[config.mk]
export PLATFORM = sky130hd
export DESIGN_NAME = temperature_moving_average_top
export DESIGN_NICKNAME = d
export VERILOG_FILES = /design/src/tmavg_pkg.sv /design/src/tmavg_ram.sv /design/src/tmavg_div.sv /design/src/temperature_moving_average_top.sv
export SDC_FILE = /design/constraint.sdc
export NUM_CORES = 1
export LEC_CHECK = 0
export ABC_AREA = 1
export ABC_CLOCK_PERIOD_IN_PS = 3000
export BUFFER_PORTS_ARGS = -buffer_cell sky130_fd_sc_hd__clkbuf_2
export CELL_PAD_IN_SITES_DETAIL_PLACEMENT = 0
export CELL_PAD_IN_SITES_GLOBAL_PLACEMENT = 2
export CORE_UTILIZATION = 35
export DETAILED_ROUTE_END_ITERATION = 7
export MAX_ROUTING_LAYER = met4
export PLACE_DENSITY = 0.82
export SETUP_SLACK_MARGIN = 0.4
export SYNTH_ARGS = -nofsm -noshare
export SYNTH_HDL_FRONTEND = slang
export SYNTH_SLANG_ARGS = --single-unit
export TNS_END_PERCENT = 10
[constraint.sdc]
create_clock -name clk -period 3 [get_ports clk]
set_input_delay 0.3 -clock clk [delete_from_list [all_inputs] [get_ports clk]]
set_output_delay 0.3 -clock clk [all_outputs]
set_load 0.02 [all_outputs]
[src/tmavg_pkg.sv]
// ----------------------------------------------------------------------------
// tmavg_pkg
// Shared types and fixed field widths of the temperature moving average.
// ----------------------------------------------------------------------------
package tmavg_pkg;

  localparam int ADC_W    = 10;  // raw converter reading
  localparam int SAMPLE_W = 11;  // signed relative sample
  localparam int FRAC_W   = 8;   // fraction bits of the average
  localparam int AVG_W    = 19;  // signed average, 8 fraction bits
  localparam int QMAG_W   = 18;  // magnitude bits that the average can need
  localparam int HELD_W   = 5;   // samples_held field

  localparam logic [ADC_W-1:0] ZERO_OFFSET_RST = 10'd490;

  // Status of the bit-serial divider, seen by the control logic.
  typedef struct packed {
    logic busy;
    logic done;
  } tmavg_div_stat_t;

endpackage

[src/tmavg_ram.sv]
// ----------------------------------------------------------------------------
// tmavg_ram
// Generic single-write, single-read RAM with registered read data.
// ----------------------------------------------------------------------------
module tmavg_ram #(
  parameter int WIDTH = 11,
  parameter int DEPTH = 16
) (
  input  logic                                  clk,
  input  logic                                  wr_en,
  input  logic [(DEPTH > 1 ? $clog2(DEPTH) : 1)-1:0] wr_addr,
  input  logic [WIDTH-1:0]                      wr_data,
  input  logic [(DEPTH > 1 ? $clog2(DEPTH) : 1)-1:0] rd_addr,
  output logic [WIDTH-1:0]                      rd_data
);

  logic [WIDTH-1:0] mem_r [DEPTH];
  logic [WIDTH-1:0] rd_data_r;

  always_ff @(posedge clk) begin
    if (wr_en) begin
      mem_r[wr_addr] <= wr_data;
    end
    rd_data_r <= mem_r[rd_addr];
  end

  assign rd_data = rd_data_r;

endmodule

[src/tmavg_div.sv]
// ----------------------------------------------------------------------------
// tmavg_div
// Bit-serial restoring divider: one quotient bit per cycle, unsigned.
// ----------------------------------------------------------------------------
module tmavg_div
  import tmavg_pkg::*;
#(
  parameter int DIVD_W = 22,
  parameter int DIVS_W = 5
) (
  input  logic              clk,
  input  logic              rst_n,
  input  logic              start,
  input  logic [DIVD_W-1:0] dividend,
  input  logic [DIVS_W-1:0] divisor,
  output logic [DIVD_W-1:0] quotient,
  output tmavg_div_stat_t   stat
);

  localparam int STEP_W = $clog2(DIVD_W + 1);

  logic [DIVD_W-1:0] quo_r, quo_nxt;
  logic [DIVS_W-1:0] rem_r, rem_nxt;
  logic [DIVS_W-1:0] dvs_r;
  logic [STEP_W-1:0] step_r;
  logic              busy_r, done_r;
  logic [DIVS_W:0]   trial;
  logic [DIVS_W:0]   diff;
  logic              ge;

  // The dividend shifts out at the top while quotient bits shift in below.
  always_comb begin
    trial   = {rem_r, quo_r[DIVD_W-1]};
    diff    = trial - {1'b0, dvs_r};
    ge      = trial >= {1'b0, dvs_r};
    rem_nxt = ge ? diff[DIVS_W-1:0] : trial[DIVS_W-1:0];
    quo_nxt = {quo_r[DIVD_W-2:0], ge};
  end

  always_ff @(posedge clk) begin
    if (!rst_n) begin
      busy_r <= 1'b0;
      done_r <= 1'b0;
      step_r <= '0;
    end else if (start) begin
      busy_r <= 1'b1;
      done_r <= 1'b0;
      step_r <= STEP_W'(DIVD_W);
      quo_r  <= dividend;
      rem_r  <= '0;
      dvs_r  <= divisor;
    end else if (busy_r) begin
      quo_r  <= quo_nxt;
      rem_r  <= rem_nxt;
      step_r <= step_r - 1'b1;
      if (step_r == STEP_W'(1)) begin
        busy_r <= 1'b0;
        done_r <= 1'b1;
      end
    end
  end

  assign quotient  = quo_r;
  assign stat.busy = busy_r;
  assign stat.done = done_r;

endmodule

[src/temperature_moving_average_top.sv]
// ----------------------------------------------------------------------------
// temperature_moving_average_top
// Boxcar moving average of relative temperature samples with warm-up.
// ----------------------------------------------------------------------------
// Each accepted item takes one raw reading, forms the sample zero_offset minus
// reading, replaces the oldest of the last WINDOW samples and returns one item
// with the mean (signed, 8 fraction bits, truncated toward zero) and the number
// of samples held. An item occupies the block from acceptance until its result
// is loaded, including a divide in the bit-serial divider, which produces one
// quotient bit per cycle of the scaled sum; no new item is taken meanwhile.
// in_stall is high while an item is in the block, and a result left waiting on
// out_stall holds the block at the end of its divide, so the next item waits.
// No clearing pass is needed after reset.
module temperature_moving_average_top
  import tmavg_pkg::*;
#(
  parameter int WINDOW = 16
) (
  input  logic                     clk,
  input  logic                     rst_n,
  input  logic                     cfg_valid,
  output logic                     cfg_ready,
  input  logic [ADC_W-1:0]         cfg_zero_offset,
  input  logic                     in_valid,
  output logic                     in_stall,
  input  logic [ADC_W-1:0]         in_adc_sample,
  output logic                     out_valid,
  input  logic                     out_stall,
  output logic signed [AVG_W-1:0]  out_average_q8,
  output logic [HELD_W-1:0]        out_samples_held
);

  localparam int SUM_W  = $clog2(WINDOW * 1024) + 1;
  localparam int MAG_W  = SUM_W - 1 + FRAC_W;
  localparam int CNT_W  = $clog2(WINDOW + 1);
  localparam int SLOT_W = WINDOW > 1 ? $clog2(WINDOW) : 1;

  typedef enum logic [1:0] {
    ST_IDLE,
    ST_UPD,
    ST_START,
    ST_DIV
  } state_t;

  state_t                     state_r;
  logic [ADC_W-1:0]           zoff_r;
  logic signed [SAMPLE_W-1:0] sample_r;
  logic signed [SUM_W-1:0]    sum_r;
  logic [SLOT_W-1:0]          slot_r;
  logic [CNT_W-1:0]           fill_r;
  logic                       neg_r;
  logic                       out_valid_r;
  logic signed [AVG_W-1:0]    avg_r;
  logic [HELD_W-1:0]          held_r;

  logic                       in_acc;
  logic                       full;
  logic [SAMPLE_W-1:0]        ram_rd;
  logic signed [SAMPLE_W-1:0] old_sample;
  logic signed [SUM_W-1:0]    sum_nxt;
  logic signed [SUM_W-1:0]    sum_abs;
  logic [MAG_W-1:0]           dividend;
  logic [MAG_W-1:0]           quotient;
  logic signed [AVG_W-1:0]    avg_nxt;
  logic [CNT_W+HELD_W-1:0]    held_ext;
  logic                       div_start;
  logic                       out_load;
  tmavg_div_stat_t            div_stat;

  assign cfg_ready = 1'b1;
  assign in_stall  = state_r != ST_IDLE;
  assign in_acc    = in_valid && !in_stall;
  assign full      = fill_r == CNT_W'(WINDOW);

  // Slots are filled in order, so before the ring is full the slot being
  // overwritten has never been written; its old sample is taken as zero.
  assign old_sample = full ? $signed(ram_rd) : '0;
  assign sum_nxt    = sum_r - SUM_W'(old_sample) + SUM_W'(sample_r);

  assign sum_abs   = sum_r[SUM_W-1] ? -sum_r : sum_r;
  assign dividend  = {sum_abs[SUM_W-2:0], {FRAC_W{1'b0}}};
  assign div_start = state_r == ST_START;

  assign avg_nxt  = neg_r ? -$signed({1'b0, quotient[QMAG_W-1:0]})
                          :  $signed({1'b0, quotient[QMAG_W-1:0]});
  assign held_ext = {{HELD_W{1'b0}}, fill_r};
  assign out_load = state_r == ST_DIV && div_stat.done && (!out_valid_r || !out_stall);

  tmavg_ram #(
    .WIDTH (SAMPLE_W),
    .DEPTH (WINDOW)
  ) u_ring (
    .clk     (clk),
    .wr_en   (state_r == ST_UPD),
    .wr_addr (slot_r),
    .wr_data (sample_r),
    .rd_addr (slot_r),
    .rd_data (ram_rd)
  );

  tmavg_div #(
    .DIVD_W (MAG_W),
    .DIVS_W (CNT_W)
  ) u_div (
    .clk      (clk),
    .rst_n    (rst_n),
    .start    (div_start),
    .dividend (dividend),
    .divisor  (fill_r),
    .quotient (quotient),
    .stat     (div_stat)
  );

  always_ff @(posedge clk) begin
    if (!rst_n) begin
      state_r     <= ST_IDLE;
      zoff_r      <= ZERO_OFFSET_RST;
      sum_r       <= '0;
      slot_r      <= '0;
      fill_r      <= '0;
      out_valid_r <= 1'b0;
    end else begin
      if (cfg_valid && cfg_ready) begin
        zoff_r <= cfg_zero_offset;
      end
      if (out_valid_r && !out_stall && !out_load) begin
        out_valid_r <= 1'b0;
      end
      case (state_r)
        ST_IDLE: begin
          if (in_acc) begin
            sample_r <= $signed({1'b0, zoff_r}) - $signed({1'b0, in_adc_sample});
            state_r  <= ST_UPD;
          end
        end
        ST_UPD: begin
          sum_r   <= sum_nxt;
          slot_r  <= slot_r == SLOT_W'(WINDOW - 1) ? '0 : slot_r + 1'b1;
          fill_r  <= full ? fill_r : fill_r + 1'b1;
          state_r <= ST_START;
        end
        ST_START: begin
          neg_r   <= sum_r[SUM_W-1];
          state_r <= ST_DIV;
        end
        ST_DIV: begin
          if (out_load) begin
            avg_r       <= avg_nxt;
            held_r      <= held_ext[HELD_W-1:0];
            out_valid_r <= 1'b1;
            state_r     <= ST_IDLE;
          end
        end
        default: begin
          state_r <= ST_IDLE;
        end
      endcase
    end
  end

  assign out_valid        = out_valid_r;
  assign out_average_q8   = avg_r;
  assign out_samples_held = held_r;

`ifndef SYNTHESIS
  a_div_starts: assert property (@(posedge clk) disable iff (!rst_n)
    state_r == ST_START |=> div_stat.busy)
    else $error("divider did not start");

  a_div_only_in_div: assert property (@(posedge clk) disable iff (!rst_n)
    div_stat.busy |-> state_r == ST_DIV)
    else $error("divider busy outside the divide state");

  a_fill_bound: assert property (@(posedge clk) disable iff (!rst_n)
    fill_r <= CNT_W'(WINDOW))
    else $error("fill count beyond window");

  a_item_has_count: assert property (@(posedge clk) disable iff (!rst_n)
    state_r == ST_START |-> fill_r != '0)
    else $error("divide started with an empty window");
`endif

endmodule
==> impl_metrics.json, run 1 <==
{
  "status": "finished clean",
  "clk_latency_ns": 0.59,
  "antenna_found_initial": 0,
  "seq_area_frac_synth_pct": 59.82,
  "cp_data_required_time_ns": 3.48,
  "wirelength_um": 33620,
  "synth_edf_count": 244,
  "synth_compound_area_share_pct": 9.574,
  "root_buffer": "clkbuf_16",
  "netlist_area_mm2": 0.01409,
  "cts_max_level": 1,
  "grt_pass1_vias": 9779,
  "setup_violations": 0,
  "grt_usage_pct": 17.12,
  "die_x_um": 202.6,
  "routed_via_density": 4.832,
  "gp_congestion": 0.8153,
  "hold_violations": 0,
  "drv_cap": 0,
  "synth.top_cell.area_share_pct": 52.01,
  "portBuffers": 50,
  "tightest_slew_ns": 0.9222,
  "n_antenna_cell": 0,
  "vias": 9886,
  "synth_nets": 1492,
  "synth_warnings": 0,
  "hold_path_class": "input pin to flip-flop",
  "cp_max_fo": 8,
  "async_reset_ff_share_pct": 0,
  "fin_skew_ns": 0.01549,
  "p_leak_uw": 0.006612,
  "dieHeight_um": 202.6,
  "post-synth-top-count-cell": "edfxtp_1",
  "p_per_area_mw_per_mm2": 894.0,
  "drive_gt1_share_pct": 16.83,
  "max_freq_mhz": 384.4,
  "grt_max_degree": 89,
  "cts.clk_slew.worst_paths_ns": 0.06,
  "overflow": 0,
  "ant_nets": 0,
  "fp.coreArea_mm2": 0.03973,
  "synth-xor-area-share_pct": 2.176,
  "cts.sinks": 299,
  "ys_top_cells_by_count": "244 x edfxtp_1, 236 x nand2_1, 195 x inv_1, 181 x nor2_1, 136 x o21ai_0",
  "first_iter_violations": 604,
  "numCtsBuffers": 31,
  "yosysTopAreaCell": "edfxtp_1",
  "cts_tree": "built",
  "layout_min_cycle_time_ns": 2.602,
  "layout_setup_ws_ns": 0.3985,
  "dp_hpwl_um": 22600,
  "fin_nets": 1584,
  "synthFlopType": "edfxtp_1",
  "synth_top_family_by_area": "simple AND/OR/NAND/NOR gates",
  "post_synth_mux_area_share_pct": 0,
  "routedWlPerCell_um": 16.43,
  "grt_pass1_wl_um": 53750,
  "setup_tns_ns": 0,
  "start_util_pct": 35.46,
  "slew_headroom_pct": 38.52,
  "areaGrowthSynthToFinish_pct": 17.71,
  "start_kind": "flip-flop",
  "die-area_mm2": 0.04106,
  "place_area_mm2": 0.01506,
  "critPathCaptureType": "flip-flop",
  "path_class": "flip-flop to flip-flop",
  "rsz0062_at_grt": "yes",
  "final_cell_area_mm2": 0.01658,
  "pin_count": 52,
  "finalCritPeriodShare_pct": 86.72,
  "drc_errors": 0,
  "row_count": 73,
  "ys_ff_latch": 299,
  "synthCells": 1406,
  "final_util_pct": 41.74,
  "synth-simple-area-share_pct": 14.95,
  "ir_drop_uv": 462.0,
  "slew_violations": 0,
  "yosys.area_share.adder_pct": 6.270,
  "place_ws_ns": 0.06214,
  "syn_area_per_cell_um2": 10.02,
  "synthTopCellsByArea": "edfxtp_1 52%, dfxtp_1 7.8%, nand2_1 6.3%, inv_1 5.2%, o21ai_0 4.8%",
  "cts_max_path_buffers": 3,
  "crit_arrival_ns": 3.08,
  "yosysUniqueCellTypes": 48,
  "dr.pass1.iters": 5
}
==> final timing paths <==
path / startpoint / slack, ns / to / cells after the start
hold reg to reg: zoff_r[7] / 0.47 / zoff_r[7] / 2
hold / removal: cfg_valid / 0.09 / zoff_r[3] / 3
setup reg to reg: fill_r[0] / 0.40 / sum_r[4] / 14
setup / recovery: fill_r[0] / 0.40 / sum_r[4] / 14
==> registers in the layout, summed over array words and instances, names as in the netlist, 2 cells and up <==
| name | cells |
|---|---|
| sum_r | 15 |
| u_ring.mem_r | 176 |
| u_div.rem_r | 5 |
| out_average_q8 | 19 |
| out_samples_held | 5 |
| zoff_r | 10 |
| u_div.dvs_r | 5 |
| fill_r | 5 |
| u_div.step_r | 5 |
| u_div.quotient | 22 |
| state_r | 2 |
| sample_r | 11 |
| u_ring.rd_data | 11 |
| slot_r | 4 |
==> where the power goes <==
group	internal, uW	leakage (uW)	total (uW)	switching, uW
Combinational	2030	0.00348	5770	3730
Sequential	5150	0.00267	5440	290
Clock	2020	0.000461	3620	1600
Total	9210	0.00661	14800	5620
==> critical path, stage by stage, from the launching register on <==
cell	delay (ns)
dfxtp_2	0.32
inv_2	0.09
ha_4	0.14
nand4_4	0.18
buf_12	0.22
nor2_2	0.09
fa_1	0.41
inv_1	0.10
ha_4	0.23
nand3_1	0.09
nand3_2	0.12
buf_4	0.16
xor2_1	0.13
o21ai_0	0.14
inv_1	0.05
==> cell families (layout without fill, tap and decap cells) <==
logic type,Yosys count,after routing
adders and majority gates,61,61
DFF,299,299
AOI/OAI and AO/OA,248,248
and+or+nand+nor,512,512
xor gates and xnor gates,35,35
other,1,1
buffers and inverters,250,365
==> stage by stage <==
stage,std cells,hold slack [ns],total power (uW)
after CTS,2042,0.06213,14580
after floorplan,1406,0.4256,9105
after detailed placement,1973,0.4567,10510
after global placement,1973,0.4333,10460
final,2046,0.08702,14830
after global routing,2046,0.1086,15900
==> placed cells by master (no fill, tap or decap), types with 20 or more instances in the layout <==
cell type and n:
o22ai_1 44, o21ai_0 134, dfxtp_1 51, xor2_1 32
clkbuf_16 31, ha_1 31, nand4_1 20, nand2_2 32
clkbuf_2 50, buf_4 48, nor2_1 161, a21oi_1 40
edfxtp_1 244, inv_1 178, nand2_1 205, nand3_1 45
==> what timing repair did <==
item,4_1_cts,5_1_grt
resized for setup,47,69
pin swaps,6,19
hold endpoints to repair,11,0
endpoints found under the setup margin,12,12
hold buffers,11,0
buffers inserted,2,4
==> per-layer routing <==
| metal | wire (um) | share of wire, % | vias up | GRT usage (%) |
|---|---|---|---|---|
| met3 | 1513 | 4.5 | 44 | 1.942 |
| met4 | 537 | 1.6 | 0 | 4.350 |
| li1 | - | - | 4894 | - |
| met5 | 0 | 0 | - | - |
| met2 | 15410 | 46 | 206 | 26.77 |
| met1 | 16150 | 48 | 4742 | 23.71 |
==> cell type report <==
type	instances	area, um2
Fill cell	3865	23150
Clock buffer	42	827.0
Timing Repair Buffer	110	740.7
Inverter	199	752.0
Clock inverter	14	113.9
Multi-Input combinational cell	857	5060
Sequential cell	299	8433
Tap cell	525	656.9
Note: power is estimated with default switching activity, not from simulation.
==> inputs of run 2 (changes only) <==
Settings changed: PLACE_DENSITY 0.82 to not set, PLACE_DENSITY_LB_ADDON set to 0.1.
==> impl_metrics.json, run 2 (synthesized netlist as in run 1, its figures left out) <==
{
  "status": "finished with violations",
  "violations": "DRC",
  "place_ws_ns": 0.03043,
  "switching_share_pct": 37.67,
  "portBuffers": 50,
  "grt_max_degree": 76,
  "gp_congestion": 0.7990,
  "reg2reg_depth": 17,
  "p_per_area_mw_per_mm2": 927.0,
  "max_freq_mhz": 382.4,
  "routedWlPerCell_um": 17.90,
  "fin_hold_ws_ns": 0.04091,
  "fp.coreArea_mm2": 0.03973,
  "start_util_pct": 35.46,
  "numCtsBuffers": 36,
  "final_common_cell": "edfxtp_1",
  "drc_errors": 2,
  "clk_latency_ns": 0.55,
  "internal_power_uw": 9720,
  "p_sw_uw": 5875,
  "clockPowerShare_pct": 26.5,
  "vias": 9827,
  "slew_violations": 0,
  "min_path_cells": 3,
  "row_count": 73,
  "cts_max_path_buffers": 3,
  "overflow": 0,
  "grt_pass1_wl_um": 56630,
  "min-delay-start": "cfg_zero_offset[0]",
  "regMostFlops": "u_ring.mem_r",
  "largest_reg_flops": 176,
  "grt_pass1_vias": 9850,
  "wirelength_um": 36720,
  "cts_max_level": 2,
  "setup_tns_ns": 0,
  "critPathCaptureType": "flip-flop",
  "layout_min_cycle_time_ns": 2.615,
  "routed_via_density": 4.789,
  "dr.pass1.iters": 8,
  "cts_tree": "built",
  "n_antenna_cell": 0,
  "die_x_um": 202.6,
  "cp_max_fo": 8,
  "root_buffer": "clkbuf_16",
  "tightest_slew_ns": 1.321,
  "final_cell_mix": "244 x edfxtp_1, 200 x nand2_1, 175 x inv_1",
  "first_iter_violations": 452,
  "pwr-share-comb_pct": 38.4,
  "drv_cap": 0,
  "grt_usage_pct": 18.81,
  "regToRegEndpoint": "sum_r[13]",
  "drive_gt1_share_pct": 18.14,
  "hold_path_class": "input pin to flip-flop",
  "finalCritPeriodShare_pct": 87.18,
  "rrSetupSlack_ns": 0.38,
  "cp_data_required_time_ns": 3.43,
  "start_kind": "flip-flop",
  "p_leak_uw": 0.006730,
  "crit_arrival_ns": 3.05,
  "dp_hpwl_um": 24930,
  "antenna_found_initial": 0,
  "cts.sinks": 299,
  "setup_violations": 0,
  "dieHeight_um": 202.6,
  "die-area_mm2": 0.04106,
  "crit_start": "fill_r[1]",
  "ir_drop_uv": 446.0,
  "reg2reg_from": "fill_r[1]",
  "areaGrowthSynthToFinish_pct": 19.41,
  "min_to": "zoff_r[0]",
  "layout_setup_ws_ns": 0.3847,
  "ant_nets": 0,
  "cts.clk_slew.worst_paths_ns": 0.06,
  "slew_headroom_pct": 11.61,
  "fin_skew_ns": 0.01724,
  "fin_nets": 1589,
  "seqPwrFrac_pct": 35.1,
  "hold_violations": 0,
  "pin_count": 52,
  "path_class": "flip-flop to flip-flop",
  "rsz0062_at_grt": "yes"
}
## run 2: repair_timing
action | in CTS | in global routing
resized for setup | 65 | 74
hold buffers | 10 | 0
buffers inserted | 5 | 4
hold endpoints to repair | 10 | 0
endpoints found under the setup margin | 12 | 22
pin swaps | 11 | 41
## run 2: layout make-up
type                       count  area, um2
multi-input combinational    857       5127
sequential                   299       8434
clock buffer                  45      965.9
inverter                     199      752.0
timing repair buffer         110      738.2
tap                          525      656.9
clock inverter                17      147.6
fill                        3946      22910
## run 2: metrics by stage
| step | utilization [%] | cells | total power (uW) | instance area (um2) |
|---|---|---|---|---|
| final | 42.34 | 2052 | 15590 | 16820 |
| after global placement | 37.88 | 1971 | 10640 | 15050 |
| after global routing | 42.34 | 2052 | 16720 | 16820 |
| after floorplan | - | 1406 | 9105 | 14090 |
| after CTS | 41.69 | 2048 | 15340 | 16560 |
| after detailed placement | 37.88 | 1971 | 10630 | 15050 |
## run 2: power groups by stage
stage	registers [uW]	clock network [uW]	logic [uW]
2_1_floorplan	5440	0	3660
3_3_place_gp	5550	0	5090
3_5_place_dp	5550	0	5080
4_1_cts	5470	4290	5590
5_1_grt	5520	4420	6790
6_report	5470	4130	5990
## run 2: routing by layer
layer	vias to the layer above	routed length, um	GRT usage [%]
met4	0	767	5.451
met3	50	1110	2.536
met2	121	18400	32.18
li1	4922	-	-
met5	-	0	-
met1	4734	16450	23.16
## run 2: worst max-delay path by stage
stage                 to  depth (start not counted)  slack [ns]
2_1_floorplan  sum_r[12]                         15        0.40
3_3_place_gp   sum_r[13]                         18        0.03
3_5_place_dp   sum_r[13]                         18        0.03
4_1_cts        sum_r[14]                         18        0.41
5_1_grt        sum_r[13]                         18        0.25
6_report       sum_r[13]                         17        0.38
## run 2: worst max-delay path: stages (launching register included)
cell	delay, ns
dfxtp_2	0.33
inv_2	0.05
ha_4	0.16
nand4_4	0.13
buf_12	0.18
nor2_2	0.05
fa_1	0.54
inv_2	0.05
ha_4	0.30
nand2_2	0.07
inv_2	0.07
nand2_1	0.07
nor2_1	0.14
nand2_2	0.10
nand3_2	0.08
nand3_2	0.08
nand2_1	0.06
inv_1	0.04
==> inputs of run 3 (changes only) <==
Settings changed: BUFFER_PORTS_ARGS -buffer_cell sky130_fd_sc_hd__clkbuf_2 to not set, DONT_BUFFER_PORTS set to 1.
==> impl_metrics.json, run 3 (synthesized netlist as in run 1, its figures left out) <==
{
  "layout_min_cycle_time_ns": 2.589,
  "hold_path_class": "input pin to flip-flop",
  "grt_pass1_wl_um": 56820,
  "cts_max_level": 2,
  "vias": 9788,
  "final_cell_mix": "244 x edfxtp_1, 198 x nand2_1, 171 x inv_1",
  "final_common_cell": "edfxtp_1",
  "cpPeakStageDelay_ns": 0.54,
  "p_leak_uw": 0.006643,
  "grt_pass1_vias": 9712,
  "grt_max_degree": 89,
  "largest_reg_flops": 176,
  "wirelength_um": 37170,
  "cts_tree": "built",
  "drv_cap": 0,
  "cp_data_required_time_ns": 3.45,
  "n_antenna_cell": 0,
  "rsz0062_at_grt": "yes",
  "overflow": 0,
  "numCtsBuffers": 37,
  "slew_violations": 0,
  "critPathCaptureType": "flip-flop",
  "status": "finished clean",
  "tightest_slew_ns": 1.089,
  "fin_nets": 1548,
  "portBuffers": 0,
  "ir_drop_uv": 554.0,
  "regMostFlops": "u_ring.mem_r",
  "numPlacedInstances": 1927,
  "clk_latency_ns": 0.56,
  "slew_headroom_pct": 27.15,
  "drc_errors": 0,
  "finalCritPeriodShare_pct": 86.30,
  "cts_max_path_buffers": 3,
  "start_kind": "flip-flop",
  "final_cells": 2016,
  "crit_arrival_ns": 3.04,
  "die_x_um": 202.6,
  "setup_violations": 0,
  "cts.clk_slew.worst_paths_ns": 0.06,
  "total_power_uw": 16120,
  "cpMaxStageDelayCell": "fa_1",
  "start_util_pct": 35.46,
  "path_class": "flip-flop to flip-flop",
  "die-area_mm2": 0.04106,
  "fin_skew_ns": 0.02385,
  "setup_tns_ns": 0,
  "gp_congestion": 0.8107,
  "ant_nets": 0,
  "row_count": 73,
  "hold_violations": 0,
  "areaGrowthSynthToFinish_pct": 19.42,
  "crit_chain": "inv_4 -> ha_4 -> nand4_4 -> buf_12 -> nor2_4 -> fa_1 -> inv_2 -> ha_4 -> nand2_4 -> buf_4 -> nor2_1 -> nand3_1 -> nand4_1 -> nand3_1 -> nand2_1 -> inv_1",
  "dp_hpwl_um": 24790,
  "max_freq_mhz": 386.2,
  "first_iter_violations": 547,
  "routed_via_density": 4.855,
  "drive_gt1_share_pct": 16.23,
  "antenna_found_initial": 1,
  "dieHeight_um": 202.6,
  "routedWlPerCell_um": 18.44,
  "cts.sinks": 299,
  "p_per_area_mw_per_mm2": 958.3,
  "grt_usage_pct": 18.97,
  "final_util_pct": 42.35,
  "pin_count": 52,
  "dr.pass1.iters": 6,
  "fp.coreArea_mm2": 0.03973,
  "root_buffer": "clkbuf_16",
  "cp_max_fo": 8
}
==> run 3: cell types whose count changed in the layout (fill, tap and decap cells not counted), sizes merged <==
cell | previous run | this run
buf | 50 | 55
bufinv | 1 | 4
clkbuf | 95 | 47
clkinv | 13 | 14
clkinvlp | 2 | 0
dlygate4sd3 | 10 | 13
inv | 200 | 202
==> run 3: worst paths after layout <==
check                  from        end  slack [ns]  cells after the start
setup / recovery  fill_r[0]  sum_r[11]        0.41                     16
hold / removal    cfg_valid  zoff_r[0]        0.04                      2
setup reg to reg  fill_r[0]  sum_r[11]        0.41                     16
hold reg to reg   zoff_r[3]  zoff_r[3]        0.46                      2
==> run 3: power breakdown <==
part	leakage [uW]	total (uW)	internal, uW	switching (uW)
Sequential	0.00267	5440	5150	285
Clock	0.000607	4560	2720	1830
Combinational	0.00337	6130	2200	3930
Total	0.00664	16100	10100	6040
==> run 3: what timing repair did <==
| item | in CTS | in global routing |
|---|---|---|
| hold endpoints to repair | 27 | 0 |
| pin swaps | 12 | 42 |
| setup buffers | 2 | 6 |
| resized for setup | 58 | 90 |
| endpoints found under the setup margin | 12 | 11 |
| hold buffers | 13 | 0 |
==> run 3: metal layers <==
layer  share of wire [%]  track usage (%)  vias up
met4                 2.7            6.552        0
met1                  45            23.98     4751
li1                    -                -     4842
met5                   0                -        -
met2                  48            30.94      139
met3                 3.5            2.937       56
==> run 3: worst max-delay path: cells and delay by family, from the launching register on <==
kind / cells / cell delay (ns)
DFF: 1 / 0.35
and+or+nand+nor: 8 / 0.70
adders and majority gates: 3 / 1.02
buffers and inverters: 5 / 0.44
==> run 3: metrics by stage <==
step           instance area, um2  hold slack (ns)  worst slack, ns
2_1_floorplan               14090           0.4256           0.4044
3_3_place_gp                14860           0.3952          0.04217
3_5_place_dp                14860           0.4021          0.03781
4_1_cts                     16480          0.02615           0.3688
5_1_grt                     16820          0.05304           0.3027
6_report                    16820          0.03809           0.4109
==> run 3: final cells by class <==
cell class | count | area, um2
Tap cell | 525 | 656.9
Inverter | 199 | 759.5
Multi-Input combinational cell | 857 | 5165
Clock buffer | 47 | 994.7
Timing Repair Buffer | 68 | 575.6
Clock inverter | 21 | 240.2
Fill cell | 3931 | 22910
Sequential cell | 299 | 8433
